===== src/sv/ewma_convergence_display_smoother_assert.svh =====
// Assertion macros shared by the smoother RTL.
`ifndef EWMA_CONVERGENCE_DISPLAY_SMOOTHER_ASSERT_SVH
`define EWMA_CONVERGENCE_DISPLAY_SMOOTHER_ASSERT_SVH

// Check that cons holds in the same cycle as ante.
`define ECDS_ASSERT_HOLDS(label, clk, rst_n, ante, cons) \
    label: assert property (@(posedge clk) disable iff (!rst_n) (ante) |-> (cons)) \
        else $error("ewma smoother: same-cycle check failed");

// Check that cons holds in the cycle after ante.
`define ECDS_ASSERT_NEXT(label, clk, rst_n, ante, cons) \
    label: assert property (@(posedge clk) disable iff (!rst_n) (ante) |=> (cons)) \
        else $error("ewma smoother: next-cycle check failed");

`endif


===== src/sv/ewma_cds_pkg.sv =====
package ewma_cds_pkg;

    localparam int SAMPLE_WIDTH_DEF = 24;
    localparam int TIME_W           = 32;
    localparam int GAIN_W           = 17;
    localparam int THR_W            = 23;
    localparam int TMO_W            = 16;
    localparam int CFG_W            = 23;
    localparam int CFG_IDX_W        = 3;

    localparam logic [GAIN_W-1:0] GAIN_ONE = GAIN_W'(65536);

    // Register indexes on the configuration port
    localparam logic [CFG_IDX_W-1:0] REG_EWMA_GAIN       = 3'd0;
    localparam logic [CFG_IDX_W-1:0] REG_SETTLE_THRESH   = 3'd1;
    localparam logic [CFG_IDX_W-1:0] REG_SETTLE_TIMEOUT  = 3'd2;
    localparam logic [CFG_IDX_W-1:0] REG_CHANGE_TIMEOUT  = 3'd3;
    localparam logic [CFG_IDX_W-1:0] REG_SAMPLE_INTERVAL = 3'd4;

    // Register reset values
    localparam logic [GAIN_W-1:0] RST_EWMA_GAIN       = GAIN_W'(6554);
    localparam logic [THR_W-1:0]  RST_SETTLE_THRESH   = THR_W'(256);
    localparam logic [TMO_W-1:0]  RST_SETTLE_TIMEOUT  = TMO_W'(500);
    localparam logic [TMO_W-1:0]  RST_CHANGE_TIMEOUT  = TMO_W'(500);
    localparam logic [TMO_W-1:0]  RST_SAMPLE_INTERVAL = TMO_W'(20);

    // Result status codes
    localparam logic STATUS_OK   = 1'b0;
    localparam logic STATUS_WAIT = 1'b1;

    typedef struct packed {
        logic [THR_W-1:0] threshold;
        logic [TMO_W-1:0] settle_timeout;
        logic [TMO_W-1:0] change_timeout;
    } t_hold_cfg;

endpackage


===== src/sv/ewma_cds_in_if.sv =====
interface ewma_cds_in_if import ewma_cds_pkg::*; #(
    parameter int SAMPLE_WIDTH = SAMPLE_WIDTH_DEF
);
    logic                           valid;
    logic                           ready;
    logic        [TIME_W-1:0]       time_ms;
    logic signed [SAMPLE_WIDTH-1:0] raw_sample;

    modport source (output valid, output time_ms, output raw_sample, input ready);
    modport sink   (input valid, input time_ms, input raw_sample, output ready);
endinterface


===== src/sv/ewma_cds_out_if.sv =====
interface ewma_cds_out_if import ewma_cds_pkg::*; #(
    parameter int SAMPLE_WIDTH = SAMPLE_WIDTH_DEF
);
    logic                           valid;
    logic                           ready;
    logic                           status;
    logic signed [SAMPLE_WIDTH-1:0] display_value;
    logic                           display_valid;

    modport source (output valid, output status, output display_value,
                    output display_valid, input ready);
    modport sink   (input valid, input status, input display_value,
                    input display_valid, output ready);
endinterface


===== src/sv/ewma_convergence_display_smoother.sv =====
// EWMA display smoother with settling hold. Timestamped Q-format samples come in on i_in;
// one result per sample leaves on o_out. A sample that arrives before the sampling interval
// has passed since the last accepted one returns status WAIT with a blank display. Otherwise
// it updates an exponential moving average (first sample seeds it) and a convergence
// smoother: the display latches a level after the average stays within the threshold for
// the settle timeout, and follows the average after it stays away for the change timeout.
// Throughput is one sample per clock unless o_out stalls; a result passes through the input
// register, then the result register. The rate rests on a combinational state recurrence:
// gain multiply, threshold compare and timer compares all feed the state registers directly
// so the next sample sees the updated average and timers. Configure only while idle.
`include "ewma_convergence_display_smoother_assert.svh"

module ewma_convergence_display_smoother import ewma_cds_pkg::*; #(
    parameter int SAMPLE_WIDTH = SAMPLE_WIDTH_DEF
) (
    input  logic                 i_clk,
    input  logic                 i_rst_n,
    ewma_cds_in_if.sink          i_in,
    ewma_cds_out_if.source       o_out,
    input  logic                 i_cfg_wr_en,
    input  logic [CFG_IDX_W-1:0] i_cfg_index,
    input  logic [CFG_W-1:0]     i_cfg_wdata
);
    localparam int SW = SAMPLE_WIDTH;

    // Configuration registers
    logic [GAIN_W-1:0] r_gain;
    logic [TMO_W-1:0]  r_sint;
    t_hold_cfg         r_hold_cfg;

    // Input stage
    logic                 r_in_vld;
    logic [TIME_W-1:0]    r_in_time;
    logic signed [SW-1:0] r_in_sample;

    // Sample-interval gate
    logic              r_armed;
    logic [TIME_W-1:0] r_sst;

    // Result register
    logic                 r_out_vld;
    logic                 r_out_status;
    logic signed [SW-1:0] r_out_value;
    logic                 r_out_dvld;

    logic                 w_out_free, w_fire, w_wait, w_upd;
    logic signed [SW-1:0] w_avg;
    logic                 w_shown_valid;
    logic signed [SW-1:0] w_shown_value;

    // Result register takes a new result when empty or being drained
    assign w_out_free = !r_out_vld || o_out.ready;
    assign w_fire     = r_in_vld && w_out_free;
    assign i_in.ready = !r_in_vld || w_out_free;

    // Reject samples inside the interval; elapsed time wraps modulo 2^32
    assign w_wait = r_armed && ((r_in_time - r_sst) < TIME_W'(r_sint));
    assign w_upd  = w_fire && !w_wait;

    ewma_cds_avg #(.SAMPLE_WIDTH(SAMPLE_WIDTH)) u_avg (
        .i_clk    (i_clk),
        .i_rst_n  (i_rst_n),
        .i_upd    (w_upd),
        .i_sample (r_in_sample),
        .i_gain   (r_gain),
        .o_avg    (w_avg)
    );

    ewma_cds_hold #(.SAMPLE_WIDTH(SAMPLE_WIDTH)) u_hold (
        .i_clk         (i_clk),
        .i_rst_n       (i_rst_n),
        .i_upd         (w_upd),
        .i_now         (r_in_time),
        .i_avg         (w_avg),
        .i_cfg         (r_hold_cfg),
        .o_shown_valid (w_shown_valid),
        .o_shown_value (w_shown_value)
    );

    // Configuration writes; out-of-range indexes are dropped
    always_ff @(posedge i_clk) begin
        if (!i_rst_n) begin
            r_gain                    <= RST_EWMA_GAIN;
            r_hold_cfg.threshold      <= RST_SETTLE_THRESH;
            r_hold_cfg.settle_timeout <= RST_SETTLE_TIMEOUT;
            r_hold_cfg.change_timeout <= RST_CHANGE_TIMEOUT;
            r_sint                    <= RST_SAMPLE_INTERVAL;
        end else if (i_cfg_wr_en) begin
            case (i_cfg_index)
                REG_EWMA_GAIN:       r_gain                    <= i_cfg_wdata[GAIN_W-1:0];
                REG_SETTLE_THRESH:   r_hold_cfg.threshold      <= i_cfg_wdata[THR_W-1:0];
                REG_SETTLE_TIMEOUT:  r_hold_cfg.settle_timeout <= i_cfg_wdata[TMO_W-1:0];
                REG_CHANGE_TIMEOUT:  r_hold_cfg.change_timeout <= i_cfg_wdata[TMO_W-1:0];
                REG_SAMPLE_INTERVAL: r_sint                    <= i_cfg_wdata[TMO_W-1:0];
                default: begin
                end
            endcase
        end
    end

    // Input register: load on transfer, empty once its item is processed
    always_ff @(posedge i_clk) begin
        if (!i_rst_n) begin
            r_in_vld <= 1'b0;
        end else if (i_in.ready) begin
            r_in_vld <= i_in.valid;
        end
        if (i_in.valid && i_in.ready) begin
            r_in_time   <= i_in.time_ms;
            r_in_sample <= i_in.raw_sample;
        end
    end

    // Arm the interval timer at each accepted sample
    always_ff @(posedge i_clk) begin
        if (!i_rst_n) begin
            r_armed <= 1'b0;
        end else if (w_upd) begin
            r_armed <= 1'b1;
        end
        if (w_upd) begin
            r_sst <= r_in_time;
        end
    end

    // Result register; waiting results carry a blank display
    always_ff @(posedge i_clk) begin
        if (!i_rst_n) begin
            r_out_vld <= 1'b0;
        end else if (w_out_free) begin
            r_out_vld <= r_in_vld;
        end
        if (w_fire) begin
            r_out_status <= w_wait ? STATUS_WAIT : STATUS_OK;
            r_out_dvld   <= !w_wait && w_shown_valid;
            r_out_value  <= (!w_wait && w_shown_valid) ? w_shown_value : '0;
        end
    end

    assign o_out.valid         = r_out_vld;
    assign o_out.status        = r_out_status;
    assign o_out.display_value = r_out_value;
    assign o_out.display_valid = r_out_dvld;

    `ECDS_ASSERT_HOLDS(a_wait_blank, i_clk, i_rst_n, r_out_vld && (r_out_status == STATUS_WAIT), !r_out_dvld && (r_out_value == '0))
    `ECDS_ASSERT_NEXT(a_fire_loads, i_clk, i_rst_n, w_fire, r_out_vld)
    `ECDS_ASSERT_HOLDS(a_ok_armed, i_clk, i_rst_n, r_out_vld && (r_out_status == STATUS_OK), r_armed)
endmodule


===== src/sv/ewma_cds_avg.sv =====
module ewma_cds_avg import ewma_cds_pkg::*; #(
    parameter int SAMPLE_WIDTH = SAMPLE_WIDTH_DEF
) (
    input  logic                           i_clk,
    input  logic                           i_rst_n,
    input  logic                           i_upd,
    input  logic signed [SAMPLE_WIDTH-1:0] i_sample,
    input  logic        [GAIN_W-1:0]       i_gain,
    output logic signed [SAMPLE_WIDTH-1:0] o_avg
);
    localparam int SW     = SAMPLE_WIDTH;
    localparam int PROD_W = SW + GAIN_W + 2;

    logic signed [SW-1:0]     r_avg;
    logic                     r_avg_vld;

    logic        [GAIN_W-1:0] w_gain;
    logic signed [SW-1:0]     w_base;
    logic signed [SW:0]       w_diff;
    logic signed [PROD_W-1:0] w_prod;
    logic signed [PROD_W-1:0] w_rnd;
    logic signed [SW+1:0]     w_step;
    logic signed [SW+1:0]     w_sum;

    // avg + g*(x - avg)/2^16, rounded half up; seed with the sample itself
    always_comb begin
        w_gain = (i_gain > GAIN_ONE) ? GAIN_ONE : i_gain;
        w_base = r_avg_vld ? r_avg : i_sample;
        w_diff = $signed({i_sample[SW-1], i_sample}) - $signed({w_base[SW-1], w_base});
        w_prod = $signed({1'b0, w_gain}) * w_diff;
        w_rnd  = w_prod + $signed(PROD_W'(32768));
        w_step = w_rnd[SW+17:16];
        w_sum  = $signed({{2{w_base[SW-1]}}, w_base}) + w_step;
        o_avg  = w_sum[SW-1:0];
    end

    always_ff @(posedge i_clk) begin
        if (!i_rst_n) begin
            r_avg_vld <= 1'b0;
        end else if (i_upd) begin
            r_avg_vld <= 1'b1;
        end
        if (i_upd) begin
            r_avg <= o_avg;
        end
    end
endmodule


===== src/sv/ewma_cds_hold.sv =====
`include "ewma_convergence_display_smoother_assert.svh"

module ewma_cds_hold import ewma_cds_pkg::*; #(
    parameter int SAMPLE_WIDTH = SAMPLE_WIDTH_DEF
) (
    input  logic                           i_clk,
    input  logic                           i_rst_n,
    input  logic                           i_upd,
    input  logic        [TIME_W-1:0]       i_now,
    input  logic signed [SAMPLE_WIDTH-1:0] i_avg,
    input  t_hold_cfg                      i_cfg,
    output logic                           o_shown_valid,
    output logic signed [SAMPLE_WIDTH-1:0] o_shown_value
);
    localparam int SW    = SAMPLE_WIDTH;
    localparam int CMP_W = (SW + 1 > THR_W) ? SW + 1 : THR_W;

    logic                 r_pv, r_slv, r_svv, r_cs, r_ss;
    logic signed [SW-1:0] r_prev, r_sl, r_sv;
    logic [TIME_W-1:0]    r_ptime, r_settle_t, r_change_t;

    logic                 n_slv, n_svv, n_cs, n_ss;
    logic signed [SW-1:0] n_sl, n_sv;
    logic [TIME_W-1:0]    n_settle_t, n_change_t;

    logic                 w_cs, w_ss, w_slv, w_svv, w_steady, w_settle_hit, w_change_hit;
    logic [TIME_W-1:0]    w_ptime, w_sst, w_cst;
    logic signed [SW-1:0] w_ref;
    logic signed [SW:0]   w_diff;
    logic        [SW:0]   w_mag;

    always_comb begin
        // Without a previous sample the smoother starts from scratch
        w_cs    = r_pv & r_cs;
        w_ss    = r_pv & r_ss;
        w_slv   = r_pv & r_slv;
        w_svv   = r_pv & r_svv;
        w_ptime = r_pv ? r_ptime : i_now;

        w_ref    = w_slv ? r_sl : r_prev;
        w_diff   = $signed({i_avg[SW-1], i_avg}) - $signed({w_ref[SW-1], w_ref});
        w_mag    = w_diff[SW] ? $unsigned(-w_diff) : $unsigned(w_diff);
        w_steady = r_pv && (CMP_W'(w_mag) < CMP_W'(i_cfg.threshold));

        w_sst = w_ss ? r_settle_t : i_now;
        w_cst = w_cs ? r_change_t : i_now;
        w_settle_hit = ((i_now - w_sst) >= TIME_W'(i_cfg.settle_timeout))
                    && !((w_ptime - w_sst) >= TIME_W'(i_cfg.settle_timeout));
        w_change_hit = (i_now - w_cst) >= TIME_W'(i_cfg.change_timeout);

        n_slv      = w_slv;
        n_sl       = r_sl;
        n_svv      = w_svv;
        n_sv       = r_sv;
        n_cs       = w_cs;
        n_ss       = w_ss;
        n_settle_t = r_settle_t;
        n_change_t = r_change_t;

        if (w_steady) begin
            n_cs       = 1'b0;
            n_ss       = 1'b1;
            n_settle_t = w_sst;
            if (w_settle_hit) begin
                n_sl  = i_avg;
                n_slv = 1'b1;
                n_sv  = i_avg;
                n_svv = 1'b1;
            end
        end else begin
            n_ss       = 1'b0;
            n_cs       = 1'b1;
            n_change_t = w_cst;
            if (w_change_hit) begin
                n_sv  = i_avg;
                n_svv = 1'b1;
                n_slv = 1'b0;
            end
        end

        o_shown_valid = n_svv;
        o_shown_value = n_sv;
    end

    always_ff @(posedge i_clk) begin
        if (!i_rst_n) begin
            r_pv  <= 1'b0;
            r_slv <= 1'b0;
            r_svv <= 1'b0;
            r_cs  <= 1'b0;
            r_ss  <= 1'b0;
        end else if (i_upd) begin
            r_pv  <= 1'b1;
            r_slv <= n_slv;
            r_svv <= n_svv;
            r_cs  <= n_cs;
            r_ss  <= n_ss;
        end
        if (i_upd) begin
            r_prev     <= i_avg;
            r_sl       <= n_sl;
            r_sv       <= n_sv;
            r_ptime    <= i_now;
            r_settle_t <= n_settle_t;
            r_change_t <= n_change_t;
        end
    end

    `ECDS_ASSERT_HOLDS(a_level_needs_prev, i_clk, i_rst_n, r_slv, r_pv)
    `ECDS_ASSERT_NEXT(a_shown_sticks, i_clk, i_rst_n, r_svv, r_svv)
    `ECDS_ASSERT_HOLDS(a_timers_exclusive, i_clk, i_rst_n, r_cs, !r_ss)
endmodule

===== src/flat_wrapper.sv =====
// flat-port wrapper written by rule: the top's interface ports become plain ports
module ewma_convergence_display_smoother_flat import ewma_cds_pkg::*;
#(
    parameter int SAMPLE_WIDTH = SAMPLE_WIDTH_DEF
)
  (i_clk, i_rst_n, i_cfg_wr_en, i_cfg_index, i_cfg_wdata, i_in_valid, i_in_time_ms, i_in_raw_sample, i_in_ready, o_out_valid, o_out_status, o_out_display_value, o_out_display_valid, o_out_ready);
  ewma_cds_in_if #(.SAMPLE_WIDTH(SAMPLE_WIDTH)) i_in_i ();
  ewma_cds_out_if #(.SAMPLE_WIDTH(SAMPLE_WIDTH)) o_out_i ();
  input  logic i_clk;
  input  logic i_rst_n;
  input  logic i_cfg_wr_en;
  input  logic [CFG_IDX_W-1:0] i_cfg_index;
  input  logic [CFG_W-1:0] i_cfg_wdata;
  input wire logic [$bits(i_in_i.valid)-1:0] i_in_valid;
  input wire logic [$bits(i_in_i.time_ms)-1:0] i_in_time_ms;
  input wire logic [$bits(i_in_i.raw_sample)-1:0] i_in_raw_sample;
  output wire logic [$bits(i_in_i.ready)-1:0] i_in_ready;
  output wire logic [$bits(o_out_i.valid)-1:0] o_out_valid;
  output wire logic [$bits(o_out_i.status)-1:0] o_out_status;
  output wire logic [$bits(o_out_i.display_value)-1:0] o_out_display_value;
  output wire logic [$bits(o_out_i.display_valid)-1:0] o_out_display_valid;
  input wire logic [$bits(o_out_i.ready)-1:0] o_out_ready;
  assign i_in_i.valid = i_in_valid;
  assign i_in_i.time_ms = i_in_time_ms;
  assign i_in_i.raw_sample = i_in_raw_sample;
  assign i_in_ready = i_in_i.ready;
  assign o_out_valid = o_out_i.valid;
  assign o_out_status = o_out_i.status;
  assign o_out_display_value = o_out_i.display_value;
  assign o_out_display_valid = o_out_i.display_valid;
  assign o_out_i.ready = o_out_ready;
  ewma_convergence_display_smoother #(.SAMPLE_WIDTH(SAMPLE_WIDTH)) u_core (.i_clk(i_clk), .i_rst_n(i_rst_n), .i_in(i_in_i), .o_out(o_out_i), .i_cfg_wr_en(i_cfg_wr_en), .i_cfg_index(i_cfg_index), .i_cfg_wdata(i_cfg_wdata));
endmodule

===== config.mk =====
export PLATFORM = sky130hd
export DESIGN_NAME = ewma_convergence_display_smoother_flat
export DESIGN_NICKNAME = d
export VERILOG_FILES = /design/src/sv/ewma_cds_pkg.sv /design/src/sv/ewma_cds_in_if.sv /design/src/sv/ewma_cds_out_if.sv /design/src/sv/ewma_convergence_display_smoother.sv /design/src/sv/ewma_cds_avg.sv /design/src/sv/ewma_cds_hold.sv /design/src/flat_wrapper.sv
export VERILOG_INCLUDE_DIRS = /design/src /design/src/sv
export SDC_FILE = /design/constraint.sdc
export NUM_CORES = 2
export LEC_CHECK = 0
export BUFFER_PORTS_ARGS = -buffer_cell sky130_fd_sc_hd__buf_2
export CORE_UTILIZATION = 32
export CTS_BUF_LIST = sky130_fd_sc_hd__clkbuf_16
export CTS_CLUSTER_SIZE = 30
export DETAILED_ROUTE_END_ITERATION = 10
export HOLD_SLACK_MARGIN = 0.02
export SYNTH_ARGS = -nofsm -noshare
export SYNTH_HDL_FRONTEND = slang
export SYNTH_SLANG_ARGS = --single-unit

===== constraint.sdc =====
create_clock -name i_clk -period 31.3 [get_ports i_clk]
set_clock_uncertainty 0.05 [all_clocks]
set_input_delay 6.26 -clock i_clk [delete_from_list [all_inputs] [get_ports i_clk]]
set_output_delay 6.26 -clock i_clk [all_outputs]
set_load 0.01 [all_outputs]

==> metrics.md <==
| Metric | Value |
|---|---|
| Run status | `complete, no violations` |
| Num rows | `130` |
| Worst-margin pin slew | `~1200 ps` |
| HP Class | `flop to flop` |
| Die W | `between 300 and 400 um` |
| WP data arrival | `roughly 18000 ps` |
| CP dominant cell by count | `o21ai_0` |
| Initial antenna violation count | `16` |
| Number of synthesized flops with an enable pin | `250` |
| Number of global-route vias before repair | `32400` |
| Clk slew on worst S/H paths | `~60 ps` |
| Net count, final | `5456` |
| Max stage delay cell, worst path | `dfxtp_4` |
| WHS | `between 400 and 500 ps` |
| Maximum clock rate | `around 55 MHz` |
| R2R Path Start | `u_core.u_avg.r_avg_vld` |
| RSZ-0062 raised after global routing | `no` |
| Routed len/inst | `approximately 19 um` |
| Die ar. | `roughly 130000 um2` |
| CP max stage delay | `830 ps` |
| Max_slew headroom | `a little under a quarter` |
| TritonCTS buffer count | `41` |
| Root Buffer | `clkbuf_16` |
| Router iterations before antenna repair | `5` |
| Final setup vio count | `0` |
| Worst-Skew Late Latency | `620 ps` |
| Hpwl dp | `93800 um` |
| Maxcap violations | `0` |
| Pin count of the biggest net entering global routing | `90` |
| Ports | `115` |
| Seq/Total Area, Yosys | `23.0%` |
| Count of buffers from port buffering | `approximately 110` |
| Clock Path Buffers | `3` |
| First-pass GRT wire length | `around 180000 um` |
| R2R cell count | `70` |
| Critical path type | `flop to flop` |
| Total number of vias | `around 32000` |
| Startpoint Class | `flop` |
| Top FF cell, synth | `edfxtp_1` |
| Final Max Slew Viols | `0` |
| # hold bufs at CTS | `0` |
| Reg2reg setup slack | `13140 ps` |
| Crit end category | `flop` |
| H-tree depth | `2` |
| Global route overflow | `0` |
| FF-to-FF End | `u_core.u_hold.r_sv[8]` |
| Area grow syn2layout | `9.57%` |
| Hold path startpoint | `u_core.r_hold_cfg[30]` |
| Syn Std Cell Area | `just over 40000 um2` |
| Minimum clock period | `roughly 18000 ps` |
| Clk sink count | `approximately 350` |
| Hold Violations, Final | `0` |
| Crit path required time | `31580 ps` |
| DRC Markers | `0` |
| CP Max Fanout | `50` |
| Setup TNS | `0 ps` |
| Initial Utilization | `32.4%` |
| First DRT Iteration DRCs | `about 2100` |
| Synth Instances | `4495` |
| WHS Path Cells | `2` |
| CTS tree | `yes` |
| Yosys warning count | `0` |
| Vias per inst | `roughly 5` |
| Post-CTS setup buffer count | `0` |
| ANT nets after route | `0` |
| Post-synth ARST share | `0%` |
| GRT Total Usage | `17.9%` |
| Syn Nets | `around 5400` |
| RD Place Congestion | `0.896` |
| Core area | `approximately 130000 um2` |
| Syn avg cell area | `between 9 and 10 um2` |
| Die outline height | `~360 um` |
| Distinct cells, synth | `96` |
| WL final | `116000 um` |
| #FFs+latches synth | `345` |
| Hold Crit Endpoint | `u_core.r_hold_cfg[30]` |
| Post-CTS Resized | `0` |
| Final Cycle Share | `approximately three fifths` |
| Share of post-route cells with drive strength above 1 | `under 10%` |
-- cell families (layout without fill, tap and decap cells) --
kind of cell | Yosys count | after routing | synth area share, %
DFF | 345 | 345 | 23.0
muxes | 205 | 205 | 5.45
AOI/OAI and AO/OA | 785 | 785 | 12.9
and+or+nand+nor | 1315 | 1315 | 14.4
other | 0 | 3 | 0
adders and majority gates | 804 | 804 | 32.0
xor gates and xnor gates | 202 | 202 | 4.40
buffers and inverters | 839 | 942 | 7.80
-- metrics by stage --
stage	cells	setup WS [ps]	util [%]	area [um2]
5_1_grt	6248	11740	35.5	44800
3_5_place_dp	6173	13250	34.3	43300
4_1_cts	6248	13170	35.5	44800
6_report	6251	13140	35.5	44800
2_1_floorplan	4495	14140	-	40900
3_3_place_gp	6173	13580	34.3	43300
-- worst max path at each step --
| stage | start | end | slack [ps] | cells after the start |
|---|---|---|---|---|
| floorplan | u_core.u_avg.r_avg_vld | u_core.u_hold.r_sl[0] | 14140 | 75 |
| global placement | u_core.u_avg.r_avg_vld | u_core.u_hold.r_sv[8] | 13580 | 69 |
| detailed placement | u_core.u_avg.r_avg_vld | u_core.u_hold.r_sv[8] | 13250 | 70 |
| CTS | u_core.u_avg.r_avg_vld | u_core.u_hold.r_sv[8] | 13170 | 70 |
| global route | u_core.u_avg.r_avg_vld | u_core.u_hold.r_sv[8] | 11740 | 70 |
| finish | u_core.u_avg.r_avg_vld | u_core.u_hold.r_sv[8] | 13140 | 70 |
-- layout by cell type (no fill, tap or decap), types with 12 or more instances in the layout --
cell | netlist | routed
o2111ai_1 | 13 | 13
xnor2_1 | 135 | 135
clkbuf_16 | 0 | 42
a21oi_1 | 181 | 181
nand3_1 | 83 | 83
ha_1 | 401 | 401
a21o_1 | 77 | 77
o21a_1 | 63 | 63
buf_2 | 4 | 114
dfxtp_1 | 95 | 94
nor3_1 | 50 | 49
mux2_2 | 38 | 38
buf_4 | 3 | 46
o21ai_0 | 148 | 148
nand2b_1 | 55 | 55
o211ai_1 | 32 | 32
nand4_1 | 25 | 25
nor4_1 | 20 | 20
mux2i_1 | 141 | 141
a31oi_1 | 17 | 17
nand2_1 | 487 | 485
nor2_1 | 416 | 415
o31ai_1 | 12 | 12
a211oi_1 | 19 | 19
and3_1 | 15 | 15
fa_1 | 402 | 402
or2_2 | 20 | 20
inv_1 | 706 | 709
or3_1 | 18 | 18
and2_1 | 15 | 14
xor2_1 | 65 | 65
a21boi_0 | 82 | 82
a2111oi_0 | 13 | 13
edfxtp_1 | 250 | 250
nor2b_1 | 65 | 62
mux2_4 | 19 | 19
-- layer usage --
metal	wire length [um]	track usage, %	part of all wire, %	vias up
met4	3270	4.76	2.8	8
met5	46	0	0.040	-
met3	6550	2.76	5.7	195
li1	-	-	-	15200
met1	50700	23.1	44	15700
met2	55200	30.8	48	870
-- cells in the mapped netlist, drive strengths merged (11+ instances only) --
| library cell | n | area [um2] |
|---|---|---|
| o211ai | 32 | 240 |
| mux2 | 62 | 769 |
| nand2b | 55 | 344 |
| mux2i | 143 | 1460 |
| clkbuf | 108 | 405 |
| and2 | 15 | 93.8 |
| o22ai | 11 | 68.8 |
| dfxtp | 95 | 1900 |
| a21o | 77 | 578 |
| nand3 | 83 | 415 |
| o21a | 63 | 473 |
| and3 | 15 | 93.8 |
| or2 | 22 | 138 |
| o21bai | 12 | 101 |
| ha | 401 | 5020 |
| nor2b | 65 | 407 |
| xnor2 | 135 | 1180 |
| nor3 | 50 | 250 |
| fa | 402 | 8050 |
| a31oi | 17 | 106 |
| inv | 707 | 2650 |
| nor2 | 416 | 1560 |
| a2111oi | 15 | 169 |
| o21ai | 152 | 761 |
| a211oi | 20 | 155 |
| nand2 | 488 | 1830 |
| o31ai | 13 | 103 |
| nor4 | 20 | 125 |
| a21oi | 181 | 906 |
| a21boi | 82 | 616 |
| o2111ai | 13 | 114 |
| edfxtp | 250 | 7510 |
| xor2 | 65 | 569 |
| nand4 | 25 | 156 |
| buf | 24 | 129 |
| or3 | 18 | 113 |
-- worst max-delay path: cells and delay by family, from the launching register on --
kind,cells,cell delay (ps)
buf+inv,7,1050
simple gates,15,2420
mux,2,560
flops,1,830
compound gates,31,7130
fa+ha+maj,12,4740
xor+xnor,3,1000
-- cell type report --
type	count	area (um2)
inverter	707	2660
multi-input combinational	3311	28300
tap	1650	2060
clock buffer	42	1050
fill	13000	81400
clock inverter	33	378
antenna	3	7.51
timing repair buffer	160	916
sequential	345	9410
-- registers in the layout, summed over array words and instances, names as in the netlist, 24 cells and up --
name / cells
u_core.r_in_sample: 24
u_core.u_hold.r_settle_t: 32
u_core.u_hold.r_change_t: 32
u_core.u_avg.r_avg: 24
u_core.u_hold.r_sv: 24
u_core.r_sst: 32
u_core.r_hold_cfg: 55
u_core.o_out.display_value: 24
u_core.r_in_time: 32
u_core.u_hold.r_sl: 24
Power is not shown: default switching activity piles up to over one toggle a cycle in this logic, so the estimate is an artifact.
